**config.mk**
```make
export PLATFORM = sky130hd
export DESIGN_NAME = i2c_framed_master_transaction_core
export DESIGN_NICKNAME = d
export VERILOG_FILES = /design/src/rtl/i2cfm_pkg.sv /design/src/rtl/i2cfm_tx_store.sv /design/src/rtl/i2cfm_seq.sv /design/src/rtl/i2c_framed_master_transaction_core.sv
export SDC_FILE = /design/constraint.sdc
export NUM_CORES = 2
export LEC_CHECK = 0
export ABC_AREA = 1
export BUFFER_PORTS_ARGS = -buffer_cell sky130_fd_sc_hd__buf_2
export CAP_MARGIN = 25
export CORE_MARGIN = 10
export CORE_UTILIZATION = 52
export CTS_CLUSTER_DIAMETER = 120
export DETAILED_ROUTE_END_ITERATION = 16
export PLACE_DENSITY = 0.72
export SLEW_MARGIN = 20
export SYNTH_ARGS = -nofsm -noshare
export SYNTH_HDL_FRONTEND = slang
export SYNTH_SLANG_ARGS = --single-unit
```
**constraint.sdc**
```tcl
create_clock -name i_clk -period 3.9 [get_ports i_clk]
set_input_delay 0.585 -clock i_clk [delete_from_list [all_inputs] [get_ports i_clk]]
set_output_delay 0.585 -clock i_clk [all_outputs]
set_load 0.01 [all_outputs]
```
**src/rtl/i2cfm_pkg.sv**
```systemverilog
`timescale 1ns / 1ps
// Shared types and codes for the framed I2C master transaction core.
// Holds the transaction structs, request codes and bus command codes; no dependencies.
package i2cfm_pkg;

    localparam logic [1:0] REQ_LOAD  = 2'd0;
    localparam logic [1:0] REQ_START = 2'd1;
    localparam logic [1:0] REQ_EVENT = 2'd2;

    localparam logic [2:0] CMD_NONE   = 3'd0;
    localparam logic [2:0] CMD_START  = 3'd1;
    localparam logic [2:0] CMD_RSTART = 3'd2;
    localparam logic [2:0] CMD_STOP   = 3'd3;
    localparam logic [2:0] CMD_SEND   = 3'd4;
    localparam logic [2:0] CMD_CLOCK  = 3'd5;
    localparam logic [2:0] CMD_ACK    = 3'd6;

    typedef struct packed {
        logic [1:0] req_type;
        logic [6:0] slave_address;
        logic [7:0] tx_count;
        logic [8:0] rx_size;
        logic [7:0] load_index;
        logic [7:0] load_byte;
        logic       arbitration_lost;
        logic       slave_acked;
        logic [7:0] received_byte;
    } t_in_item;

    typedef struct packed {
        logic [2:0] bus_command;
        logic [7:0] send_byte;
        logic       rx_valid;
        logic [7:0] rx_index;
        logic [7:0] rx_data;
        logic       done_res;
        logic       checksum_error;
        logic [8:0] rx_count;
        logic       rejected;
        logic       busy_res;
    } t_out_item;

    typedef struct packed {
        logic       en;
        logic [7:0] idx;
        logic [7:0] data;
    } t_store_wr;

endpackage

```
**src/rtl/i2cfm_tx_store.sv**
```systemverilog
`timescale 1ns / 1ps
// Transmit byte store with one write port and one registered read port.
// Depends on i2cfm_pkg for the write request struct.
module i2cfm_tx_store #(
    parameter int DEPTH = 256
) (
    input  logic                  i_clk,
    input  i2cfm_pkg::t_store_wr  i_wr,
    input  logic [8:0]            i_rd_pos,
    output logic [7:0]            o_rd_data
);
    import i2cfm_pkg::*;

    localparam int AW = $clog2(DEPTH);

    logic [7:0]    r_mem [DEPTH];
    logic [7:0]    r_rd_data;
    logic          r_oob;
    logic          wr_ok;
    logic          rd_oob;
    logic [AW-1:0] wr_addr;
    logic [AW-1:0] rd_addr;

    assign wr_ok   = i_wr.en && ({1'b0, i_wr.idx} < 9'(DEPTH));
    assign rd_oob  = i_rd_pos >= 9'(DEPTH);
    assign wr_addr = i_wr.idx[AW-1:0];
    assign rd_addr = i_rd_pos[AW-1:0];

    always_ff @(posedge i_clk) begin
        if (wr_ok) begin
            r_mem[wr_addr] <= i_wr.data;
        end
    end

    always_ff @(posedge i_clk) begin
        r_oob <= rd_oob;
        if (wr_ok && !rd_oob && wr_addr == rd_addr) begin
            r_rd_data <= i_wr.data;
        end else begin
            r_rd_data <= r_mem[rd_addr];
        end
    end

    assign o_rd_data = r_oob ? 8'd0 : r_rd_data;

endmodule

```
**src/rtl/i2cfm_seq.sv**
```systemverilog
`timescale 1ns / 1ps
// Transaction sequencer: phase state, check sum and next-state logic for one item.
// Depends on i2cfm_pkg for the transaction structs and command codes.
module i2cfm_seq (
    input  logic                  i_clk,
    input  logic                  i_rst_n,
    input  logic                  i_fire,
    input  i2cfm_pkg::t_in_item   i_item,
    input  logic [7:0]            i_rd_data,
    output i2cfm_pkg::t_store_wr  o_store_wr,
    output logic [8:0]            o_rd_pos,
    output i2cfm_pkg::t_out_item  o_result
);
    import i2cfm_pkg::*;

    localparam logic [3:0] PH_IDLE   = 4'd0;
    localparam logic [3:0] PH_ADDR   = 4'd1;
    localparam logic [3:0] PH_SLEN   = 4'd2;
    localparam logic [3:0] PH_SDATA  = 4'd3;
    localparam logic [3:0] PH_SCHK   = 4'd4;
    localparam logic [3:0] PH_SFIN   = 4'd5;
    localparam logic [3:0] PH_RSTART = 4'd6;
    localparam logic [3:0] PH_RLEN   = 4'd7;
    localparam logic [3:0] PH_RDATA  = 4'd8;
    localparam logic [3:0] PH_RCHK   = 4'd9;
    localparam logic [3:0] PH_WSTOP  = 4'd10;

    logic [3:0] r_phase, n_phase;
    logic       r_wmode, n_wmode;
    logic [8:0] r_pos, n_pos;
    logic [8:0] r_limit, n_limit;
    logic [7:0] r_sum, n_sum;
    logic       r_await, n_await;
    logic [6:0] r_addr, n_addr;
    logic [7:0] r_txc, n_txc;
    logic [8:0] r_rxs, n_rxs;
    logic       r_err, n_err;

    logic [8:0] pos_inc;
    logic [7:0] addr_byte;
    logic [8:0] rbyte_w;
    logic [8:0] rlen_min;

    assign pos_inc   = r_pos + 9'd1;
    assign addr_byte = {r_addr, ~r_wmode};
    assign rbyte_w   = {1'b0, i_item.received_byte};
    assign rlen_min  = (rbyte_w < r_rxs) ? rbyte_w : r_rxs;

    always_comb begin
        n_phase  = r_phase;
        n_wmode  = r_wmode;
        n_pos    = r_pos;
        n_limit  = r_limit;
        n_sum    = r_sum;
        n_await  = r_await;
        n_addr   = r_addr;
        n_txc    = r_txc;
        n_rxs    = r_rxs;
        n_err    = r_err;
        o_result = '0;
        o_store_wr.en   = 1'b0;
        o_store_wr.idx  = i_item.load_index;
        o_store_wr.data = i_item.load_byte;

        if (i_fire) begin
            case (i_item.req_type)
                REQ_LOAD: begin
                    o_store_wr.en = 1'b1;
                end
                REQ_START: begin
                    if (r_phase != PH_IDLE
                        || (i_item.tx_count == 8'd0 && i_item.rx_size == 9'd0)) begin
                        o_result.rejected = 1'b1;
                    end else begin
                        n_addr  = i_item.slave_address;
                        n_txc   = i_item.tx_count;
                        n_rxs   = i_item.rx_size;
                        n_wmode = i_item.tx_count != 8'd0;
                        n_err   = 1'b0;
                        n_await = 1'b0;
                        n_pos   = 9'd0;
                        n_limit = 9'd0;
                        n_sum   = 8'd0;
                        n_phase = PH_ADDR;
                        o_result.bus_command = CMD_START;
                    end
                end
                REQ_EVENT: begin
                    case (r_phase)
                        PH_ADDR: begin
                            if (i_item.arbitration_lost) begin
                                o_result.bus_command = CMD_START;
                            end else begin
                                o_result.bus_command = CMD_SEND;
                                o_result.send_byte   = addr_byte;
                                n_pos   = 9'd0;
                                n_sum   = addr_byte;
                                n_phase = r_wmode ? PH_SLEN : PH_RSTART;
                            end
                        end
                        PH_SLEN, PH_SDATA, PH_SCHK, PH_SFIN: begin
                            if (i_item.arbitration_lost) begin
                                o_result.bus_command = CMD_START;
                                n_phase = PH_ADDR;
                            end else if (i_item.slave_acked && r_phase != PH_SFIN) begin
                                o_result.bus_command = CMD_SEND;
                                if (r_phase == PH_SLEN) begin
                                    n_sum = r_sum + r_txc;
                                    o_result.send_byte = r_txc;
                                    n_phase = (r_txc != 8'd0) ? PH_SDATA : PH_SCHK;
                                end else if (r_phase == PH_SDATA) begin
                                    n_pos = pos_inc;
                                    n_sum = r_sum + i_rd_data;
                                    o_result.send_byte = i_rd_data;
                                    if (pos_inc == {1'b0, r_txc}) begin
                                        n_phase = PH_SCHK;
                                    end
                                end else begin
                                    o_result.send_byte = r_sum;
                                    n_phase = PH_SFIN;
                                end
                            end else if (r_rxs != 9'd0) begin
                                o_result.bus_command = CMD_RSTART;
                                n_wmode = 1'b0;
                                n_phase = PH_ADDR;
                            end else begin
                                o_result.bus_command = CMD_STOP;
                                n_phase = PH_WSTOP;
                            end
                        end
                        PH_RSTART: begin
                            if (i_item.slave_acked) begin
                                o_result.bus_command = CMD_CLOCK;
                                n_phase = PH_RLEN;
                            end else begin
                                o_result.bus_command = CMD_STOP;
                                n_phase = PH_WSTOP;
                            end
                        end
                        PH_RLEN: begin
                            n_limit = rlen_min;
                            n_sum   = r_sum + i_item.received_byte;
                            n_await = 1'b1;
                            n_phase = (rlen_min != 9'd0) ? PH_RDATA : PH_RCHK;
                            o_result.bus_command = CMD_ACK;
                        end
                        PH_RDATA: begin
                            if (r_await) begin
                                o_result.bus_command = CMD_CLOCK;
                                n_await = 1'b0;
                            end else begin
                                o_result.rx_valid    = 1'b1;
                                o_result.rx_index    = r_pos[7:0];
                                o_result.rx_data     = i_item.received_byte;
                                o_result.bus_command = CMD_ACK;
                                n_pos   = pos_inc;
                                n_sum   = r_sum + i_item.received_byte;
                                n_await = 1'b1;
                                if (pos_inc == r_limit) begin
                                    n_phase = PH_RCHK;
                                end
                            end
                        end
                        PH_RCHK: begin
                            if (r_await) begin
                                o_result.bus_command = CMD_CLOCK;
                                n_await = 1'b0;
                            end else begin
                                if (i_item.received_byte != r_sum) begin
                                    n_err = 1'b1;
                                end
                                o_result.bus_command = CMD_STOP;
                                n_phase = PH_WSTOP;
                            end
                        end
                        PH_WSTOP: begin
                            o_result.done_res = 1'b1;
                            o_result.rx_count = r_wmode ? 9'd0 : r_pos;
                            n_phase = PH_IDLE;
                        end
                        default: begin
                        end
                    endcase
                end
                default: begin
                end
            endcase
        end

        o_result.checksum_error = n_err;
        o_result.busy_res       = n_phase != PH_IDLE;
    end

    assign o_rd_pos = n_pos;

    always_ff @(posedge i_clk) begin
        if (!i_rst_n) begin
            r_phase <= PH_IDLE;
            r_wmode <= 1'b0;
            r_pos   <= 9'd0;
            r_limit <= 9'd0;
            r_sum   <= 8'd0;
            r_await <= 1'b0;
            r_addr  <= 7'd0;
            r_txc   <= 8'd0;
            r_rxs   <= 9'd0;
            r_err   <= 1'b0;
        end else begin
            r_phase <= n_phase;
            r_wmode <= n_wmode;
            r_pos   <= n_pos;
            r_limit <= n_limit;
            r_sum   <= n_sum;
            r_await <= n_await;
            r_addr  <= n_addr;
            r_txc   <= n_txc;
            r_rxs   <= n_rxs;
            r_err   <= n_err;
        end
    end

endmodule

```
**src/rtl/i2c_framed_master_transaction_core.sv**
```systemverilog
`timescale 1ns / 1ps
// Top level of the framed I2C master transaction core: input and result registers.
// Depends on i2cfm_pkg, i2cfm_seq and i2cfm_tx_store.
//
// Channel   Direction  Handshake           Payload
// input     in         i_valid / o_stall   i_item (t_in_item)
// result    out        o_valid / i_stall   o_item (t_out_item)
//
// One transaction is accepted per cycle unless stalled; its result is registered.
// The transmit store's registered port is read ahead at the next byte position.
// Reset is synchronous and active low; the store itself is not cleared.
// A stalled result holds the input register, which then stalls the input side.
module i2c_framed_master_transaction_core #(
    parameter int BUFFER_DEPTH = 256
) (
    input  logic                  i_clk,
    input  logic                  i_rst_n,
    input  logic                  i_valid,
    output logic                  o_stall,
    input  i2cfm_pkg::t_in_item   i_item,
    output logic                  o_valid,
    input  logic                  i_stall,
    output i2cfm_pkg::t_out_item  o_item
);
    import i2cfm_pkg::*;

    logic       r_in_valid;
    t_in_item   r_in;
    logic       r_out_valid;
    t_out_item  r_out;
    logic       fire;
    logic       in_accept;
    t_out_item  result;
    t_store_wr  store_wr;
    logic [8:0] rd_pos;
    logic [7:0] rd_data;

    assign fire      = r_in_valid && (!r_out_valid || !i_stall);
    assign o_stall   = r_in_valid && !fire;
    assign in_accept = i_valid && !o_stall;

    i2cfm_seq u_seq (
        .i_clk      (i_clk),
        .i_rst_n    (i_rst_n),
        .i_fire     (fire),
        .i_item     (r_in),
        .i_rd_data  (rd_data),
        .o_store_wr (store_wr),
        .o_rd_pos   (rd_pos),
        .o_result   (result)
    );

    i2cfm_tx_store #(
        .DEPTH (BUFFER_DEPTH)
    ) u_store (
        .i_clk     (i_clk),
        .i_wr      (store_wr),
        .i_rd_pos  (rd_pos),
        .o_rd_data (rd_data)
    );

    always_ff @(posedge i_clk) begin
        if (!i_rst_n) begin
            r_in_valid  <= 1'b0;
            r_out_valid <= 1'b0;
        end else begin
            if (in_accept) begin
                r_in_valid <= 1'b1;
            end else if (fire) begin
                r_in_valid <= 1'b0;
            end
            if (fire) begin
                r_out_valid <= 1'b1;
            end else if (!i_stall) begin
                r_out_valid <= 1'b0;
            end
        end
    end

    always_ff @(posedge i_clk) begin
        if (in_accept) begin
            r_in <= i_item;
        end
        if (fire) begin
            r_out <= result;
        end
    end

    assign o_valid = r_out_valid;
    assign o_item  = r_out;

endmodule

```
==> run summary <==
CRITICAL PATH
----------------------------------------------------------------------------------------------------
Critical path fanouts, max                                                                        14
Slowest cell on the critical path                                                           edfxtp_1
Cell depth of the worst flop-to-flop path                                                         22
Series of cell instances along the critical path                                        nor2_1, nand3_1, nor2_1, nand2_1, nand2_1, nand2_1, nand2_2, nand2_8, nand2_8, buf_12, buf_12, buf_4, nand2_1, nand3_1, nand3_1, nand3_1, nand3_1, nand3_1, nand3_1, nand3_1, nand3_1, nand2_1
Start-to-end type of the worst setup path                                               register to register
Sort of element at the start of the critical path                                           register
CP Capture Type                                                                             register
Cell family with the largest share of critical-path delay                               simple AND/OR/NAND/NOR gates
Required arrival time at the worst endpoint                                                  4710 ps
Data arrival time of the critical path                                                       4640 ps
CP Buf/Inv Count                                                                                   3
Number of cells on the critical path                                                              22
Crit-path max cell delay                                                                      430 ps
Most Frequent Cell on Critical Path                                                          nand3_1

POWER
----------------------------------------------------------------------------------------------------
Leak Pwr                                                                                   0.0372 uW
Pwr Density                                                                              457 nW/um^2
Peak supply drop                                                                            0.442 mV

YOSYS
----------------------------------------------------------------------------------------------------
Primary FF master, synth                                                                    edfxtp_1
Distinct cell type count of the synthesized netlist                                               49
Number of storage elements in the synthesis netlist                                             2209
Synthesized Nets                                                                                8116
Warnings from Yosys                                                                                0
Number of enable flip-flop cells after synthesis                                                2141
Synthesized area per cell                                                                  11.5 um^2
Number of instances in the synthesized netlist                                                  8041
Post-synthesis instance area                                                              92500 um^2
Fraction of registers with async set or reset after synthesis                                     0%
Fraction of the yosys area taken by sequential cells                                           71.0%

FLOW RUN
----------------------------------------------------------------------------------------------------
Number of max-capacitance violations reported                                                      0

DETAILED ROUTING
----------------------------------------------------------------------------------------------------
Routed WL per cell                                                                           24.8 um
Count of vias placed by the detailed router                                                    65610
Routed Antenna Nets                                                                                0
Routed vias/inst                                                                                6.09
Detailed router's first-iteration violation count                                               9441
Post-route DRC violation count                                                                     0
Wire length after detailed routing                                                         268000 um
Drt first pass iters                                                                               6

TIMING
----------------------------------------------------------------------------------------------------
Max Clock Skew                                                                               50.5 ps
F_max                                                                                        261 MHz
Final count of pins violating max slew                                                             0
Worst slew margin relative to its limit                                                        31.4%
Post-route fraction of the period consumed by the critical path                                98.3%
Final Critical Period                                                                        3830 ps
Worst hold slack across all endpoints                                                        89.9 ps
Hold violation total from the final report                                                         0
Least-Margin Pin Slew                                                                        1030 ps
Setup repair after global routing missed its margin                                             true
Final setup violating endpoints                                                                    0

FLOORPLAN
----------------------------------------------------------------------------------------------------
Floorplan die area                                                                       195000 um^2
# rows                                                                                           154
Top-level port count                                                                              99
Initial core utilization                                                                       52.4%
Area of the core                                                                         176000 um^2
Horizontal die dimension                                                                      442 um
Floorplan die height                                                                          442 um

FINISH
----------------------------------------------------------------------------------------------------
Area taken by multi-input logic gates                                                     23400 um^2
Layout fillers                                                                                 13690
# nets final                                                                                    8329
Summed area of non-filler cells in the final layout                                      105000 um^2
Layout-stage area growth over the synthesis result                                             14.0%
Footprint of the flip-flops and latches                                                   65700 um^2
Share of the core filled with cells                                                            59.7%
Proportion of layout cells with a drive suffix above 1                                         10.5%

CLOCKING
----------------------------------------------------------------------------------------------------
Clk sink count                                                                                  2209
CTS Root Buffer Type                                                                       clkbuf_16
Clock-pin slew reported for the worst setup and hold paths after clock tree synthesis          60 ps
Clk buf depth                                                                                      3
Clock buffers created by TritonCTS                                                               218
Deepest level of the CTS H-tree                                                                    4
Later-pin clock latency in the skew report                                                    860 ps
CTS tree                                                                                         yes

GLOBAL ROUTING
----------------------------------------------------------------------------------------------------
Gr ovfl total                                                                                      0
Global-route wire length before repair                                                     400000 um
Maximum number of pins on one net before global-route repair                                     140
Number of global-route vias before repair                                                      62268
Overall Global Routing Usage                                                                   26.5%
Antenna violations before repair                                                                   6

PLACEMENT
----------------------------------------------------------------------------------------------------
Instance area at placement                                                                97600 um^2
Detailed Place HPWL                                                                        161000 um
Number of port buffers                                                                            98
Global placement routability congestion                                                        0.931

STATUS
----------------------------------------------------------------------------------------------------
Run status                                                                              finished, final reports clean

HOLD PATH
----------------------------------------------------------------------------------------------------
Depth of the worst hold-timing path                                                                3
Worst Hold Class                                                                        input pin to register

-- metrics by stage --
stage / worst slack (ps) / power (uW) / instances / setup TNS (ps)
2_1_floorplan: -164 / 27100 / 8041 / -334900
3_3_place_gp: -70.4 / 27500 / 10313 / -134
3_5_place_dp: -93.6 / 27500 / 10317 / -231
4_1_cts: 8.25 / 48300 / 10772 / 0
5_1_grt: -25.2 / 49300 / 10776 / -49.6
6_report: 67.4 / 48100 / 10777 / 0
-- worst register-to-register path: stages (launching register included) --
cell      delay (ps)
edfxtp_1         430
nor2_1           110
nand3_1           80
nor2_1           210
nand2_1           80
nand2_1          100
nand2_1          150
nand2_2          220
nand2_8          100
nand2_8          240
buf_12           280
buf_12           200
buf_4            210
nand2_1           70
nand3_1          100
nand3_1          140
nand3_1          130
nand3_1          250
nand3_1          160
nand3_1          170
nand3_1          190
nand3_1          120
nand2_1           70
-- registers in the layout, summed over array words and instances, names as in the netlist, 7 cells and up --
name,cells
o_item,41
r_in,52
u_seq.r_addr,7
u_seq.r_limit,9
u_seq.r_pos,9
u_seq.r_rxs,9
u_seq.r_sum,8
u_seq.r_txc,8
u_store.r_mem,2048
u_store.r_rd_data,8
-- layout by cell type (no fill, tap or decap), types with 45 or more instances in the layout --
cell type      count
nand3_1         2471
a21oi_1           80
nor2_1           388
clkinv_2          49
dfxtp_1           67
o21ai_0           72
inv_1            212
nand2_1         1767
nand3b_1          76
buf_2             98
clkbuf_16        224
dlygate4sd3_1     53
buf_4            293
edfxtp_1        2141
buf_12           101
clkinv_1          45
-- what timing repair did --
| action | CTS | global route |
|---|---|---|
| hold buffers | 53 | 0 |
| endpoints found under the setup margin | 0 | 8 |
| buffers inserted | 0 | 3 |
| gates resized for setup | 0 | 18 |
| endpoints found under the hold margin | 53 | 0 |
-- per-layer routing --
metal / track usage [%] / share of wire [%] / wire [um] / up-vias
met3: 5.27 / 11 / 29500 / 599
met4: 10.6 / 4.2 / 11300 / 6
met2: 40.4 / 45 / 122000 / 3969
met1: 37.3 / 39 / 105000 / 31872
met5: 0 / 0.015 / 41 / -
li1: - / - / - / 29164
-- area by class of cell --
type                            count  area share, %
Tap cell                         2340           2.78
Clock buffer                      273           5.57
Sequential cell                  2209           62.3
Inverter                          230          0.833
Clock inverter                    129           1.23
Multi-Input combinational cell   5042           22.2
Antenna cell                        1        0.00237
Timing Repair Buffer              553           5.12
-- final timing paths --
kind / start / endpoint / slack (ps)
worst max-delay path: r_in[26] / u_store.r_rd_data[7] / 70
worst min-delay path: i_stall / o_valid / 90
worst max register to register: r_in[26] / u_store.r_rd_data[7] / 70
worst min register to register: u_seq.r_limit[8] / u_seq.r_limit[8] / 480
-- synthesized netlist by cell type (32+ instances only) --
cell type | n | area (um^2)
nand3b_1 | 76 | 571
buf_2 | 374 | 1870
dfxtp_1 | 68 | 1360
a21oi_1 | 80 | 400
nand3_1 | 2481 | 12400
inv_1 | 213 | 800
o21ai_0 | 72 | 360
buf_4 | 32 | 240
nor2_1 | 389 | 1460
edfxtp_1 | 2141 | 64300
clkbuf_1 | 127 | 477
nand2_1 | 1775 | 6660
-- report_power, final --
part | internal (uW) | leakage, uW | total, uW | switching (uW)
Clock | 12000 | 0.00353 | 21000 | 9090
Combinational | 197 | 0.0138 | 922 | 725
Sequential | 26100 | 0.0199 | 26200 | 67.9
Total | 38300 | 0.0372 | 48100 | 9880
-- cell families after synthesis --
| group | share of synthesized area, % |
|---|---|
| xor+xnor | 0.256 |
| simple gates | 23.2 |
| compound gates | 1.33 |
| fa+ha+maj | 0.265 |
| buf+inv | 3.94 |
| flops | 71.0 |
No activity file was read; power rests on OpenSTA's default activity.
